**config.mk**
```make
export PLATFORM = sky130hd
export DESIGN_NAME = keyed_packet_body_cipher
export DESIGN_NICKNAME = d
export VERILOG_FILES = /design/src/rtl/core/kpbc_pkg.sv /design/src/rtl/core/kpbc_rom.sv /design/src/rtl/core/kpbc_back.sv /design/src/rtl/core/keyed_packet_body_cipher.sv
export SDC_FILE = /design/constraint.sdc
export NUM_CORES = 1
export LEC_CHECK = 0
export BUFFER_PORTS_ARGS = -buffer_cell sky130_fd_sc_hd__buf_2
export CAP_MARGIN = 30
export CORE_MARGIN = 2
export CORE_UTILIZATION = 24
export DETAILED_ROUTE_END_ITERATION = 8
export GPL_TIMING_DRIVEN = 0
export SYNTH_ARGS = -nofsm -noshare
export SYNTH_HDL_FRONTEND = slang
export SYNTH_SLANG_ARGS = --single-unit
```
**constraint.sdc**
```tcl
create_clock -name aclk -period 6.57 [get_ports aclk]
set_input_delay 0.3285 -clock aclk [delete_from_list [all_inputs] [get_ports aclk]]
set_output_delay 0.3285 -clock aclk [all_outputs]
set_load 0.01 [all_outputs]
```
**src/rtl/core/kpbc_pkg.sv**
```systemverilog
// Shared types, codes and the fixed key table for the keyed packet body cipher.
package kpbc_pkg;

    typedef logic [7:0] byte_t;

    localparam int KEY_ROM_DEPTH = 512;
    localparam int KEY_AW        = 8;      // address width of each half (even / odd)

    localparam logic [2:0] HDR_LEN  = 3'd4; // header bytes, also the position cap
    localparam logic [2:0] POS_KEY  = 3'd2; // decrypt: key index byte
    localparam logic [2:0] POS_CSUM = 3'd3; // decrypt: expected checksum byte

    typedef enum logic {
        MODE_DEC = 1'b0,
        MODE_ENC = 1'b1
    } mode_t;

    // byte position mod 4 picks the key operation
    typedef enum logic [1:0] {
        PH_SHL1 = 2'd0,
        PH_SHR3 = 2'd1,
        PH_SHL2 = 2'd2,
        PH_SHR5 = 2'd3
    } phase_t;

    // one word handed from the front stage to the back stage
    typedef struct packed {
        logic   first;
        logic   body;
        logic   set_exp;
        logic   last;
        mode_t  mode;
        phase_t phase;
        byte_t  data;
    } item_t;

    localparam byte_t KEY_ROM [KEY_ROM_DEPTH] = '{
        8'h84, 8'h87, 8'h37, 8'hd7, 8'hea, 8'h79, 8'h91, 8'h7d,
        8'h4b, 8'h4b, 8'h85, 8'h7d, 8'h87, 8'h81, 8'h91, 8'h7c,
        8'h0f, 8'h73, 8'h91, 8'h91, 8'h87, 8'h7d, 8'h0d, 8'h7d,
        8'h86, 8'h8f, 8'h73, 8'h0f, 8'he1, 8'hdd, 8'h85, 8'h7d,
        8'h05, 8'h7d, 8'h85, 8'h83, 8'h87, 8'h9c, 8'h85, 8'h33,
        8'h0d, 8'he2, 8'h87, 8'h19, 8'h0f, 8'h79, 8'h85, 8'h86,
        8'h37, 8'h7d, 8'hd7, 8'hdd, 8'he9, 8'h7d, 8'hd7, 8'h7d,
        8'h85, 8'h79, 8'h05, 8'h7d, 8'h0f, 8'he1, 8'h87, 8'h7e,
        8'h23, 8'h87, 8'hf5, 8'h79, 8'h5f, 8'he3, 8'h4b, 8'h83,
        8'ha3, 8'ha2, 8'hae, 8'h0e, 8'h14, 8'h7d, 8'hde, 8'h7e,
        8'h85, 8'h7a, 8'h85, 8'haf, 8'hcd, 8'h7d, 8'h87, 8'ha5,
        8'h87, 8'h7d, 8'he1, 8'h7d, 8'h88, 8'h7d, 8'h15, 8'h91,
        8'h23, 8'h7d, 8'h87, 8'h7c, 8'h0d, 8'h7a, 8'h85, 8'h87,
        8'h17, 8'h7c, 8'h85, 8'h7d, 8'hac, 8'h80, 8'hbb, 8'h79,
        8'h84, 8'h9b, 8'h5b, 8'ha5, 8'hd7, 8'h8f, 8'h05, 8'h0f,
        8'h85, 8'h7e, 8'h85, 8'h80, 8'h85, 8'h98, 8'hf5, 8'h9d,
        8'ha3, 8'h1a, 8'h0d, 8'h19, 8'h87, 8'h7c, 8'h85, 8'h7d,
        8'h84, 8'h7d, 8'h85, 8'h7e, 8'he7, 8'h97, 8'h0d, 8'h0f,
        8'h85, 8'h7b, 8'hea, 8'h7d, 8'had, 8'h80, 8'had, 8'h7d,
        8'hb7, 8'haf, 8'h0d, 8'h7d, 8'he9, 8'h3d, 8'h85, 8'h7d,
        8'h87, 8'hb7, 8'h23, 8'h7d, 8'he7, 8'hb7, 8'ha3, 8'h0c,
        8'h87, 8'h7e, 8'h85, 8'ha5, 8'h7d, 8'h76, 8'h35, 8'hb9,
        8'h0d, 8'h6f, 8'h23, 8'h7d, 8'h87, 8'h9b, 8'h85, 8'h0c,
        8'he1, 8'ha1, 8'h0d, 8'h7f, 8'h87, 8'h7d, 8'h84, 8'h7a,
        8'h84, 8'h7b, 8'he1, 8'h86, 8'he8, 8'h6f, 8'hd1, 8'h79,
        8'h85, 8'h19, 8'h53, 8'h95, 8'hc3, 8'h47, 8'h19, 8'h7d,
        8'he7, 8'h0c, 8'h37, 8'h7c, 8'h23, 8'h7d, 8'h85, 8'h7d,
        8'h4b, 8'h79, 8'h21, 8'ha5, 8'h87, 8'h7d, 8'h19, 8'h7d,
        8'h0d, 8'h7d, 8'h15, 8'h91, 8'h23, 8'h7d, 8'h87, 8'h7c,
        8'h85, 8'h7a, 8'h85, 8'haf, 8'hcd, 8'h7d, 8'h87, 8'h7d,
        8'he9, 8'h3d, 8'h85, 8'h7d, 8'h15, 8'h79, 8'h85, 8'h7d,
        8'hc1, 8'h7b, 8'hea, 8'h7d, 8'hb7, 8'h7d, 8'h85, 8'h7d,
        8'h85, 8'h7d, 8'h0d, 8'h7d, 8'he9, 8'h73, 8'h85, 8'h79,
        8'h05, 8'h7d, 8'hd7, 8'h7d, 8'h85, 8'he1, 8'hb9, 8'he1,
        8'h0f, 8'h65, 8'h85, 8'h86, 8'h2d, 8'h7d, 8'hd7, 8'hdd,
        8'ha3, 8'h8e, 8'he6, 8'h7d, 8'hde, 8'h7e, 8'hae, 8'h0e,
        8'h0f, 8'he1, 8'h89, 8'h7e, 8'h23, 8'h7d, 8'hf5, 8'h79,
        8'h23, 8'he1, 8'h4b, 8'h83, 8'h0c, 8'h0f, 8'h85, 8'h7b,
        8'h85, 8'h7e, 8'h8f, 8'h80, 8'h85, 8'h98, 8'hf5, 8'h7a,
        8'h85, 8'h1a, 8'h0d, 8'he1, 8'h0f, 8'h7c, 8'h89, 8'h0c,
        8'h85, 8'h0b, 8'h23, 8'h69, 8'h87, 8'h7b, 8'h23, 8'h0c,
        8'h1f, 8'hb7, 8'h21, 8'h7a, 8'h88, 8'h7e, 8'h8f, 8'ha5,
        8'h7d, 8'h80, 8'hb7, 8'hb9, 8'h18, 8'hbf, 8'h4b, 8'h19,
        8'h85, 8'ha5, 8'h91, 8'h80, 8'h87, 8'h81, 8'h87, 8'h7c,
        8'h0f, 8'h73, 8'h91, 8'h91, 8'h84, 8'h87, 8'h37, 8'hd7,
        8'h86, 8'h79, 8'he1, 8'hdd, 8'h85, 8'h7a, 8'h73, 8'h9b,
        8'h05, 8'h7d, 8'h0d, 8'h83, 8'h87, 8'h9c, 8'h85, 8'h33,
        8'h87, 8'h7d, 8'h85, 8'h0f, 8'h87, 8'h7d, 8'h0d, 8'h7d,
        8'hf6, 8'h7e, 8'h87, 8'h7d, 8'h88, 8'h19, 8'h89, 8'hf5,
        8'hd1, 8'hdd, 8'h85, 8'h7d, 8'h8b, 8'hc3, 8'hea, 8'h7a,
        8'hd7, 8'hb0, 8'h0d, 8'h7d, 8'h87, 8'ha5, 8'h87, 8'h7c,
        8'h73, 8'h7e, 8'h7d, 8'h86, 8'h87, 8'h23, 8'h85, 8'h10,
        8'hd7, 8'hdf, 8'hed, 8'ha5, 8'he1, 8'h7a, 8'h85, 8'h23,
        8'hea, 8'h7e, 8'h85, 8'h98, 8'had, 8'h79, 8'h86, 8'h7d,
        8'h85, 8'h7d, 8'hd7, 8'h7d, 8'he1, 8'h7a, 8'hf5, 8'h7d,
        8'h85, 8'hb0, 8'h2b, 8'h37, 8'he1, 8'h7a, 8'h87, 8'h79,
        8'h84, 8'h7d, 8'h73, 8'h73, 8'h87, 8'h7d, 8'h23, 8'h7d,
        8'he9, 8'h7d, 8'h85, 8'h7e, 8'h02, 8'h7d, 8'hdd, 8'h2d,
        8'h87, 8'h79, 8'he7, 8'h79, 8'had, 8'h7c, 8'h23, 8'hda,
        8'h87, 8'h0d, 8'h0d, 8'h7b, 8'he7, 8'h79, 8'h9b, 8'h7d,
        8'hd7, 8'h8f, 8'h05, 8'h7d, 8'h0d, 8'h34, 8'h8f, 8'h7d,
        8'had, 8'h87, 8'he9, 8'h7c, 8'h85, 8'h80, 8'h85, 8'h79,
        8'h8a, 8'hc3, 8'he7, 8'ha5, 8'he8, 8'h6b, 8'h0d, 8'h74,
        8'h10, 8'h73, 8'h33, 8'h17, 8'h0d, 8'h37, 8'h21, 8'h19
    };

endpackage

```
**src/rtl/core/kpbc_rom.sv**
```systemverilog
// Key table with two synchronous read ports: even entries (start key) and odd entries (key byte).
module kpbc_rom (
    input  logic                        aclk,
    input  logic                        rd_en,
    input  logic [kpbc_pkg::KEY_AW-1:0] even_addr,
    input  logic [kpbc_pkg::KEY_AW-1:0] odd_addr,
    output kpbc_pkg::byte_t             even_q,
    output kpbc_pkg::byte_t             odd_q
);

    always_ff @(posedge aclk) begin
        if (rd_en) begin
            even_q <= kpbc_pkg::KEY_ROM[{even_addr, 1'b0}];
            odd_q  <= kpbc_pkg::KEY_ROM[{odd_addr, 1'b1}];
        end
    end

endmodule

```
**src/rtl/core/kpbc_back.sv**
```systemverilog
// Back stage: applies the key byte, keeps the running sums and holds the output word.
module kpbc_back (
    input  logic                  aclk,
    input  logic                  aresetn,
    input  logic                  load,       // word accepted at the front this cycle
    input  kpbc_pkg::item_t       item_in,
    input  kpbc_pkg::byte_t       key_byte,   // registered table read, aligned with item_reg
    output logic                  ready,
    output logic                  m_tvalid,
    input  logic                  m_tready,
    output logic [23:0]           m_tdata,    // [7:0] out_byte, [15:8] checksum_value,
                                              // [16] check_ok, [23:17] zero
    output logic                  m_tlast     // packet_end
);

    logic            b_valid_reg;
    kpbc_pkg::item_t item_reg;
    logic            advance;

    kpbc_pkg::byte_t plain_sum_reg, plain_sum_next;
    kpbc_pkg::byte_t cipher_sum_reg, cipher_sum_next;
    kpbc_pkg::byte_t exp_sum_reg, exp_sum_next;

    kpbc_pkg::byte_t plain_base, cipher_base, exp_base;
    kpbc_pkg::byte_t delta, body_res, csum;
    logic            add_sel, sum_ok;

    logic            out_valid_reg;
    kpbc_pkg::byte_t out_byte_reg, out_csum_reg;
    logic            out_ok_reg, out_last_reg;

    assign advance = b_valid_reg && (!out_valid_reg || m_tready);
    assign ready   = !b_valid_reg || advance;

    always_comb begin
        case (item_reg.phase)
            kpbc_pkg::PH_SHL1: begin
                delta   = {key_byte[6:0], 1'b0};
                add_sel = (item_reg.mode == kpbc_pkg::MODE_ENC);
            end
            kpbc_pkg::PH_SHR3: begin
                delta   = {3'b000, key_byte[7:3]};
                add_sel = (item_reg.mode == kpbc_pkg::MODE_DEC);
            end
            kpbc_pkg::PH_SHL2: begin
                delta   = {key_byte[5:0], 2'b00};
                add_sel = (item_reg.mode == kpbc_pkg::MODE_ENC);
            end
            kpbc_pkg::PH_SHR5: begin
                delta   = {5'b00000, key_byte[7:5]};
                add_sel = (item_reg.mode == kpbc_pkg::MODE_DEC);
            end
            default: begin
                delta   = '0;
                add_sel = 1'b0;
            end
        endcase
        body_res = add_sel ? item_reg.data + delta : item_reg.data - delta;

        // a first word drops whatever packet was in progress
        plain_base  = item_reg.first ? '0 : plain_sum_reg;
        cipher_base = item_reg.first ? '0 : cipher_sum_reg;
        exp_base    = item_reg.first ? '0 : exp_sum_reg;

        plain_sum_next  = plain_base;
        cipher_sum_next = cipher_base;
        if (item_reg.body) begin
            if (item_reg.mode == kpbc_pkg::MODE_ENC) begin
                plain_sum_next  = plain_base + item_reg.data;
                cipher_sum_next = cipher_base + body_res;
            end else begin
                plain_sum_next  = plain_base + body_res;
                cipher_sum_next = cipher_base + item_reg.data;
            end
        end
        exp_sum_next = item_reg.set_exp ? item_reg.data : exp_base;

        csum   = cipher_sum_next - plain_sum_next;
        sum_ok = (item_reg.mode == kpbc_pkg::MODE_ENC) || (csum == exp_sum_next);
    end

    always_ff @(posedge aclk) begin
        if (!aresetn) begin
            b_valid_reg <= 1'b0;
        end else if (load) begin
            b_valid_reg <= 1'b1;
        end else if (advance) begin
            b_valid_reg <= 1'b0;
        end
    end

    always_ff @(posedge aclk) begin
        if (load) begin
            item_reg <= item_in;
        end
    end

    always_ff @(posedge aclk) begin
        if (!aresetn) begin
            plain_sum_reg  <= '0;
            cipher_sum_reg <= '0;
            exp_sum_reg    <= '0;
        end else if (advance) begin
            if (item_reg.last) begin
                plain_sum_reg  <= '0;
                cipher_sum_reg <= '0;
                exp_sum_reg    <= '0;
            end else begin
                plain_sum_reg  <= plain_sum_next;
                cipher_sum_reg <= cipher_sum_next;
                exp_sum_reg    <= exp_sum_next;
            end
        end
    end

    always_ff @(posedge aclk) begin
        if (!aresetn) begin
            out_valid_reg <= 1'b0;
        end else if (advance) begin
            out_valid_reg <= 1'b1;
        end else if (m_tready) begin
            out_valid_reg <= 1'b0;
        end
    end

    always_ff @(posedge aclk) begin
        if (advance) begin
            out_byte_reg <= item_reg.body ? body_res : item_reg.data;
            out_csum_reg <= item_reg.last ? csum : '0;
            out_ok_reg   <= item_reg.last && sum_ok;
            out_last_reg <= item_reg.last;
        end
    end

    assign m_tvalid = out_valid_reg;
    assign m_tdata  = {7'd0, out_ok_reg, out_csum_reg, out_byte_reg};
    assign m_tlast  = out_last_reg;

    a_hold_when_blocked : assert property (@(posedge aclk) disable iff (!aresetn)
        b_valid_reg && !advance |=> b_valid_reg && $stable(item_reg))
        else $error("back stage lost a word while blocked");

    a_sums_clear_at_end : assert property (@(posedge aclk) disable iff (!aresetn)
        advance && item_reg.last |=> plain_sum_reg == '0 && cipher_sum_reg == '0
                                     && exp_sum_reg == '0)
        else $error("packet sums not cleared after last word");

    a_status_only_at_end : assert property (@(posedge aclk) disable iff (!aresetn)
        m_tvalid && !m_tlast |-> m_tdata[16:8] == '0)
        else $error("checksum status on a word that is not the last");

endmodule

```
**src/rtl/core/keyed_packet_body_cipher.sv**
```systemverilog
// Top level: front stage (position, mode, key position) plus the key table and back stage.
//
// Byte stream cipher for packets. One byte enters per s_ word: s_tdata carries the data
// byte, the first-byte flag and the encrypt key index, s_tuser selects encrypt (1) or
// decrypt (0) and is sampled with the first byte, s_tlast marks the last byte.
// One m_ word leaves for every s_ word, in order: the transformed byte (header bytes
// 0..3 unchanged), and on the m_tlast word the packet checksum and its match flag.
// Throughput is one byte per cycle while m_tready stays high; back-to-back packets need no gap.
// From acceptance to m_tvalid a word goes through the synchronous key table read and then
// through the add, sum update and output register.
// The key position loaded from the table in a header byte is written in the cycle after that
// byte; the first body byte comes at least two bytes later, so no stall is needed.
// When m_tready is low the output word holds; the back stage keeps one more word and
// s_tready drops once both are full, so no word is lost.
// Reset (aresetn low, synchronous) empties the pipe and clears position, sums,
// mode and key position; the table needs no initialization.
module keyed_packet_body_cipher (
    input  logic        aclk,
    input  logic        aresetn,
    input  logic        s_tvalid,
    output logic        s_tready,
    input  logic [23:0] s_tdata,   // [7:0] data_byte, [8] first_byte, [16:9] key_index,
                                   // [23:17] unused
    input  logic        s_tuser,   // func
    input  logic        s_tlast,   // last_byte
    output logic        m_tvalid,
    input  logic        m_tready,
    output logic [23:0] m_tdata,   // [7:0] out_byte, [15:8] checksum_value, [16] check_ok,
                                   // [23:17] zero
    output logic        m_tlast    // packet_end
);

    logic                   accept;
    kpbc_pkg::byte_t        in_data, in_key_index;
    logic                   in_first;

    logic [2:0]             pos_reg, pos_next;
    kpbc_pkg::phase_t       phase_reg, phase_next;
    kpbc_pkg::mode_t        mode_reg, mode_next;
    kpbc_pkg::byte_t        key_pos_reg;
    logic                   key_load_reg;

    logic [2:0]             eff_pos;
    kpbc_pkg::phase_t       eff_phase;
    logic                   is_body, load_enc, load_dec;
    logic [kpbc_pkg::KEY_AW-1:0] even_addr;
    kpbc_pkg::byte_t        even_q, odd_q;
    kpbc_pkg::item_t        item;

    assign in_data      = s_tdata[7:0];
    assign in_first     = s_tdata[8];
    assign in_key_index = s_tdata[16:9];
    assign accept       = s_tvalid && s_tready;

    always_comb begin
        eff_pos   = in_first ? 3'd0 : pos_reg;
        eff_phase = in_first ? kpbc_pkg::PH_SHL1 : phase_reg;
        mode_next = in_first ? kpbc_pkg::mode_t'(s_tuser) : mode_reg;
        is_body   = (eff_pos >= kpbc_pkg::HDR_LEN);

        load_enc  = in_first && (mode_next == kpbc_pkg::MODE_ENC);
        load_dec  = (mode_next == kpbc_pkg::MODE_DEC) && (eff_pos == kpbc_pkg::POS_KEY);
        even_addr = load_enc ? in_key_index : in_data;

        if (s_tlast) begin
            pos_next   = 3'd0;
            phase_next = kpbc_pkg::PH_SHL1;
        end else begin
            pos_next   = is_body ? eff_pos : eff_pos + 3'd1;
            phase_next = kpbc_pkg::phase_t'(eff_phase + 2'd1);
        end

        item.first   = in_first;
        item.body    = is_body;
        item.set_exp = (mode_next == kpbc_pkg::MODE_DEC) && (eff_pos == kpbc_pkg::POS_CSUM);
        item.last    = s_tlast;
        item.mode    = mode_next;
        item.phase   = eff_phase;
        item.data    = in_data;
    end

    always_ff @(posedge aclk) begin
        if (!aresetn) begin
            pos_reg   <= 3'd0;
            phase_reg <= kpbc_pkg::PH_SHL1;
            mode_reg  <= kpbc_pkg::MODE_DEC;
        end else if (accept) begin
            pos_reg   <= pos_next;
            phase_reg <= phase_next;
            mode_reg  <= mode_next;
        end
    end

    // table load lands in the cycle after its header byte; body increments happen at accept
    always_ff @(posedge aclk) begin
        if (!aresetn) begin
            key_load_reg <= 1'b0;
            key_pos_reg  <= '0;
        end else begin
            key_load_reg <= accept && (load_enc || load_dec);
            if (key_load_reg) begin
                key_pos_reg <= even_q;
            end else if (accept && is_body) begin
                key_pos_reg <= key_pos_reg + 8'd1;
            end
        end
    end

    kpbc_rom u_rom (
        .aclk      (aclk),
        .rd_en     (accept),
        .even_addr (even_addr),
        .odd_addr  (key_pos_reg),
        .even_q    (even_q),
        .odd_q     (odd_q)
    );

    kpbc_back u_back (
        .aclk     (aclk),
        .aresetn  (aresetn),
        .load     (accept),
        .item_in  (item),
        .key_byte (odd_q),
        .ready    (s_tready),
        .m_tvalid (m_tvalid),
        .m_tready (m_tready),
        .m_tdata  (m_tdata),
        .m_tlast  (m_tlast)
    );

    a_no_key_race : assert property (@(posedge aclk) disable iff (!aresetn)
        key_load_reg |-> !(accept && is_body))
        else $error("body byte read key position while a table load was pending");

    a_pos_capped : assert property (@(posedge aclk) disable iff (!aresetn)
        accept && !s_tlast && is_body |=> pos_reg == kpbc_pkg::HDR_LEN)
        else $error("byte position left the body range");

endmodule
```
# [Yosys cells after proc, flatten, opt, wreduce, memory -nomap -nowiden]
# Memory sizes are Yosys's and may differ from the RTL's. A register that Yosys moved wholly into a read port is not among the register bits.
# Index checks and enable logic that the tools add are counted.
[totals] latchBits=0 romBits=8192 out_inout_bits=27 ramBits=0 input_bits=30 wordCells=92 ff_bits=74 mem_count=2
[memory_table] name="(no name shown)" depth=512 word_bits=8 read_ports=1 rd_clocked_by_memory_dff=1 write_ports=0 line_no="kpbc_rom.sv:13" text="even_q <= kpbc_pkg::KEY_ROM[{even_addr, 1'b0}];"
[memory_table] name="(no name shown)" depth=512 word_bits=8 read_ports=1 rd_clocked_by_memory_dff=1 write_ports=0 line_no="kpbc_rom.sv:14" text="odd_q <= kpbc_pkg::KEY_ROM[{odd_addr, 1'b1}];"
[classes] n_addsub=10 muxes=28 bitwise=4 n_mul=0 n_lt_le_gt_ge=1 n_eq_ne=6 div=0 n_reduce_logical=20 n_shift=0
[ops] op="$mux W8" n=16
[ops] op="$add A8 B8 Y8" n=5
[ops] op="$pmux W8 S4" n=1
[ops] op="$not A9 Y10" n=2
[ops] op="$sub A8 B8 Y8" n=2
[ops] op="$mux W3" n=3
[ops] op="$add A8 B1 Y8 const B" n=1
[ops] op="$eq A8 B8 Y1" n=1
[ops] op="$logic_and A1 B1 Y1" n=8
[ops] op="$eq A3 B2 Y1 const B" n=2
[ops] op="$reduce_bool A2 Y1" n=3
[ops] op="$mux W1" n=5
[ops] op="$eq A2 B2 Y1 const B" n=2
[ops] op="$logic_or A1 B1 Y1" n=4
[ops] op="$mux W2" n=2
[ops] op="$reduce_or A2 Y1" n=2
[ops] op="$add A3 B1 Y3 const B" n=1
[ops] op="$ge A3 B3 Y1 const B" n=1
[ops] op="$add A2 B1 Y2 const B" n=1
[ops] op="$eq A2 B1 Y1 const B" n=1
[ops] op="$logic_not A1 Y1" n=2
[ops] op="$logic_not A2 Y1" n=1
[ops] op="$not A1 Y1" n=2
[ops] op="$pmux W1 S2" n=1

# [Logic depth before layout (Yosys ltp)]
[depth] depth_word=11 mapped_depth=30 mapped_depth_nobuf=28

# [By module]
# Synthesis repeated with hierarchy kept, for this count alone.
[hier_totals] hier_cells=1626 area_unflattened_um2=12086.6
[modules_own_cells] mod="kpbc_rom" n_inst=1 cells_each=1010 area_per_inst_um2=6457.4 seq_area_each_um2=480.5
[modules_own_cells] mod="kpbc_back" n_inst=1 cells_each=502 area_per_inst_um2=4667.0 seq_area_each_um2=1511.4
[modules_own_cells] mod="keyed_packet_body_cipher" n_inst=1 cells_each=114 area_per_inst_um2=962.2 seq_area_each_um2=300.3

# [Least setup slack after synthesis]
# OpenSTA, ideal clock, no wires.
[synth_timing] kind="reg2reg" from="register u_back.item_reg[8] (netlist bit)" to="register u_back.out_ok_reg, data pin" setup_time_ns=0.141 required_time_ns=6.429 path_buffers=2 arrival_time_ns=5.637 stages_incl_launch_ff=27 setup_slack_ns=0.793 synth_period_minus_slack_ns=5.777 cell_sequence="edfxtp_1 > buf_1 > clkbuf_1 > nor2_1 > a22oi_1 > ha_1 > o21a_1 > ha_1 > a21o_1 > a21oi_1 > xnor2_1 > mux2_2 > ha_1 > o21ai_0 > a21boi_1 > o21a_1 > or3_1 > a31o_2 > ha_1 > inv_1 > a2111o_1 > o311ai_1 > xnor2_1 > a2111oi_1 > o2111ai_1 > a21oi_1 > nand4b_1"
[synth_between] elab_chain_cells=11 word_cells_on_any_way=21 classes_between="add/sub: 5; eq/ne: 4; mux: 7; reduce/logical: 5"
[synth_lines] element="start, declared" line_no="kpbc_back.sv:17" text="kpbc_pkg::item_t item_reg;"
[synth_lines] element="start signal, assigned" line_no="kpbc_back.sv:94" text="item_reg <= item_in;"
[synth_lines] element="$eq A2 B2 Y1 (tied with other cells)" line_no="kpbc_back.sv:36" text="case (item_reg.phase)"
[synth_lines] element="$pmux W8 S4 / $reduce_or A2 Y1 (equally long branches)"
[synth_lines] element="$sub A8 B8 Y8 (tied with other cells)" line_no="kpbc_back.sv:58" text="body_res = add_sel ? item_reg.data + delta : item_reg.data - delta;"
[synth_lines] element="$mux W8 *" line_no="kpbc_back.sv:58"
[synth_lines] element="$add A8 B8 Y8, on equally long branches" line_no="kpbc_back.sv:70, kpbc_back.sv:72"
[synth_lines] element="$mux W8" line_no="kpbc_back.sv:68" text="if (item_reg.mode == kpbc_pkg::MODE_ENC) begin"
[synth_lines] element="$mux W8" line_no="kpbc_back.sv:67" text="if (item_reg.body) begin"
[synth_lines] element="$sub A8 B8 Y8 *" line_no="kpbc_back.sv:78" text="csum = cipher_sum_next - plain_sum_next;"
[synth_lines] element="$eq A8 B8 Y1 *" line_no="kpbc_back.sv:79" text="sum_ok = (item_reg.mode == kpbc_pkg::MODE_ENC) || (csum == exp_sum_next);"
[synth_lines] element="$logic_or A1 B1 Y1 *" line_no="kpbc_back.sv:79"
[synth_lines] element="$logic_and A1 B1 Y1 *" line_no="kpbc_back.sv:130" text="out_ok_reg <= item_reg.last && sum_ok;"
[synth_lines] element="end signal, assigned" line_no="kpbc_back.sv:130"
[synth_lines] element="end, declared" line_no="kpbc_back.sv:30" text="logic out_ok_reg, out_last_reg;"
# Every way passes the cells marked *; elsewhere a longest branch is shown, timed or not.
# A chain may end at the register's enable or synchronous reset.

# [Final worst setup path]
[layout_timing] from="register u_back.item_reg[9] (netlist bit)" to="register u_back.out_ok_reg, data pin"
# Same word-level chain as after synthesis.

==> out/metrics.cfg <==
[setup_path]
critical_path.startpoint_type = flop
rrSetupSlack_ns = 0.42
r2r-start = u_back.item_reg[9]
worstPathArrival_ns = 6.36
crit_type = reg -> reg
slowest_stage = a2111oi_4
crit_top_cell = inv_1
crit_path_end_kind = flop
crit_required_ns = 6.78
slowest_delay_ns = 0.50
r2r_end = u_back.out_ok_reg
cp_max_fo = 10
worst_r2r_path_depth = 26

[clock_network]
numCtsBuffers = 9
cts_hold_buf = 0
clock-sinks = 90
clk_path_buf_depth = 2
h-tree-depth = 3
cts_tree = yes
cts_root_buf = clkbuf_16
clkTransAtPathRegs_ns = 0.07
clk_latency_ns = 0.35

[global_route]
antenna_found_initial = 3
use_met1 = 0.317
track_usage = 0.238
grt.busiest_layer = met2
grt_pass1_vias = 13700
grt_util_met3 = 0.0448
met2_usage = 0.362
overflow = 0
grt_pass1_wl_um = 91600
grt_max_degree = 20

[power]
power_w = 0.00239
power_density_nw_per_um2 = 177
p_leak_nw = 4.81
peakVddDrop_mv = 0.134

[routing]
viasPerCell = 6.07
via_count = 14400
drtIter0Drc = 1884
drc = 0
drt-wirelength-per-cell_um = 26.5
routed_wl_um = 62900
first_pass_iters = 5
ant_nets = 0

[run_status]
status = finished clean

[logic_synthesis]
ys_seq_elements = 90
synth_seq_area_share = 0.191
post_synth_num_cell_types = 85
syn_avg_cell_area_um2 = 7.32
yosys_warnings = 0
synth-async-reset-ratio = 0
syn_area_um2 = 12000
netlist_instances = 1639
synth-main-ff-cell = edfxtp_1
synth_edf_count = 49

[die]
die_h_um = 228
die_x_um = 228
pin_count = 57
initial_core_util = 0.244
rows = 81
core_region_area_um2 = 49200
die_area_um2 = 51800

[sta]
timing.hold.ws_ns = 0.206
hold_viol_final = 0
clock.fmax_mhz = 163
min_period_ns = 6.15
rsz0062_at_grt = false
slew_viol_final = 0
fin_worst_skew_ns = 0.0100
fin_setup_tns_ns = 0
tightestPinTransition_ns = 1.03
maxSlewHeadroom = 0.313
fin_crit_sh = 0.937
finalSetupViolations = 0

[layout]
fin_util = 0.275
mostFrequentLayoutCell = nand2_1
nets = 1817
diodes = 0
syn2layout_area_growth_pct = 12.6
drive_gt1_frac = 0.0917
layout_common_cells = nand2_1, a21oi_1, nor2_1
largest_reg_flops = 15

[worst_hold_path]
hold_end = u_back.item_reg[0]
min_path_cells = 1
worstHoldPathType = in -> reg
worstHoldStart = s_tdata[0]

[placement]
hpwl_um = 47100
gp_congestion = 1.02
port-buffer-count = 41

[flow_run]
drv_cap = 0

[worst max-delay path by stage]
| stage | cells after the start | start | endpoint | slack, ns |
|---|---|---|---|---|
| CTS | 25 | u_back.item_reg[8] | u_back.out_ok_reg | 0.04 |
| floorplan | 26 | u_back.item_reg[8] | u_back.out_ok_reg | 0.79 |
| global route | 28 | u_back.item_reg[9] | u_back.out_ok_reg | 0.03 |
| detailed placement | 25 | u_back.item_reg[8] | u_back.out_ok_reg | -0.24 |
| finish | 26 | u_back.item_reg[9] | u_back.out_ok_reg | 0.42 |
| global placement | 25 | u_back.item_reg[8] | u_back.out_ok_reg | -0.16 |
[worst max-delay path: cells and delay by family, from the launching register on]
family	cells	cell delay, ns
mux	1	0.30
flops	1	0.33
compound gates	9	2.22
fa+ha+maj	4	1.63
buf+inv	5	0.78
simple gates	7	0.76
[kinds of logic after synthesis]
kind of cell    synth area share
compound gates             0.334
simple gates               0.218
buf+inv                   0.0686
flops                      0.191
fa+ha+maj                 0.0860
mux                       0.0706
xor+xnor                  0.0307
other cells             0.000313
[metal layers]
metal  vias to the layer above  wire length, µm  share of wire
li1                       6224                -              -
met5                         -               13        0.00021
met1                      6913            25800           0.41
met2                      1036            26600           0.42
met4                         2             3930          0.063
met3                       248             6550           0.10
[cells in the mapped netlist (6+ instances only)]
master / n / area (µm²)
nand2_1: 182 / 683
a21oi_1: 147 / 736
nor2_1: 144 / 541
o21ai_0: 121 / 606
clkbuf_1: 104 / 390
ha_1: 76 / 951
nor2b_1: 60 / 375
edfxtp_1: 49 / 1470
dfxtp_1: 41 / 821
nand3_1: 41 / 205
inv_1: 38 / 143
o211ai_1: 38 / 285
a211oi_1: 35 / 263
nor3_1: 29 / 145
buf_1: 28 / 105
xnor2_1: 27 / 236
mux2_2: 25 / 282
mux2i_1: 25 / 250
o21ai_1: 25 / 125
and2_1: 23 / 144
nand2b_1: 22 / 138
a311oi_1: 20 / 175
a31oi_1: 20 / 125
a221oi_1: 17 / 149
buf_2: 16 / 80.1
a22oi_1: 15 / 113
o22ai_1: 15 / 93.8
mux4_2: 14 / 315
a21o_1: 13 / 97.6
o31ai_1: 13 / 97.6
and3_1: 12 / 75.1
o221ai_1: 12 / 105
o311ai_0: 11 / 96.3
o21a_1: 10 / 75.1
buf_4: 9 / 67.6
nor3b_1: 9 / 67.6
or3_1: 8 / 50.1
a211o_1: 7 / 61.3
a21boi_1: 7 / 52.6
a221o_1: 7 / 70.1
o2111ai_1: 7 / 61.3
o311ai_1: 7 / 61.3
xor2_1: 7 / 61.3
nand3b_1: 6 / 45.0
[what timing repair did]
item                       4_1_cts  5_1_grt
pin swaps                        0        1
setup endpoints to repair        1        2
cloned                           0        0
gates resized for setup          1        3
buffers inserted                 0        4
[power by group]
part           leakage, nW  switching (W)  internal, W  total (W)
logic                 3.85       0.000758     0.000422    0.00118
registers            0.803      0.0000239     0.000639   0.000663
clock network        0.156       0.000252     0.000292   0.000544
total                 4.81        0.00103      0.00135    0.00239
[area by class of cell]
type | instances | area [µm²]
buffer | 157 | 651
clock buffer | 10 | 250
clock inverter | 6 | 60.1
fill | 5476 | 35600
inverter | 45 | 169
multi-input combinational | 1352 | 8930
sequential | 90 | 2290
tap | 664 | 831
timing repair buffer | 52 | 327
[per-stage QoR]
stage / std cells / setup slack [ns] / instance area, µm²
after floorplan: 1645 / 0.793 / 12000
after global placement: 2350 / -0.164 / 13100
after detailed placement: 2357 / -0.244 / 13100
after CTS: 2373 / 0.0389 / 13500
after global routing: 2376 / 0.0272 / 13500
final: 2376 / 0.416 / 13500
Power figures use the tool's default switching activity.
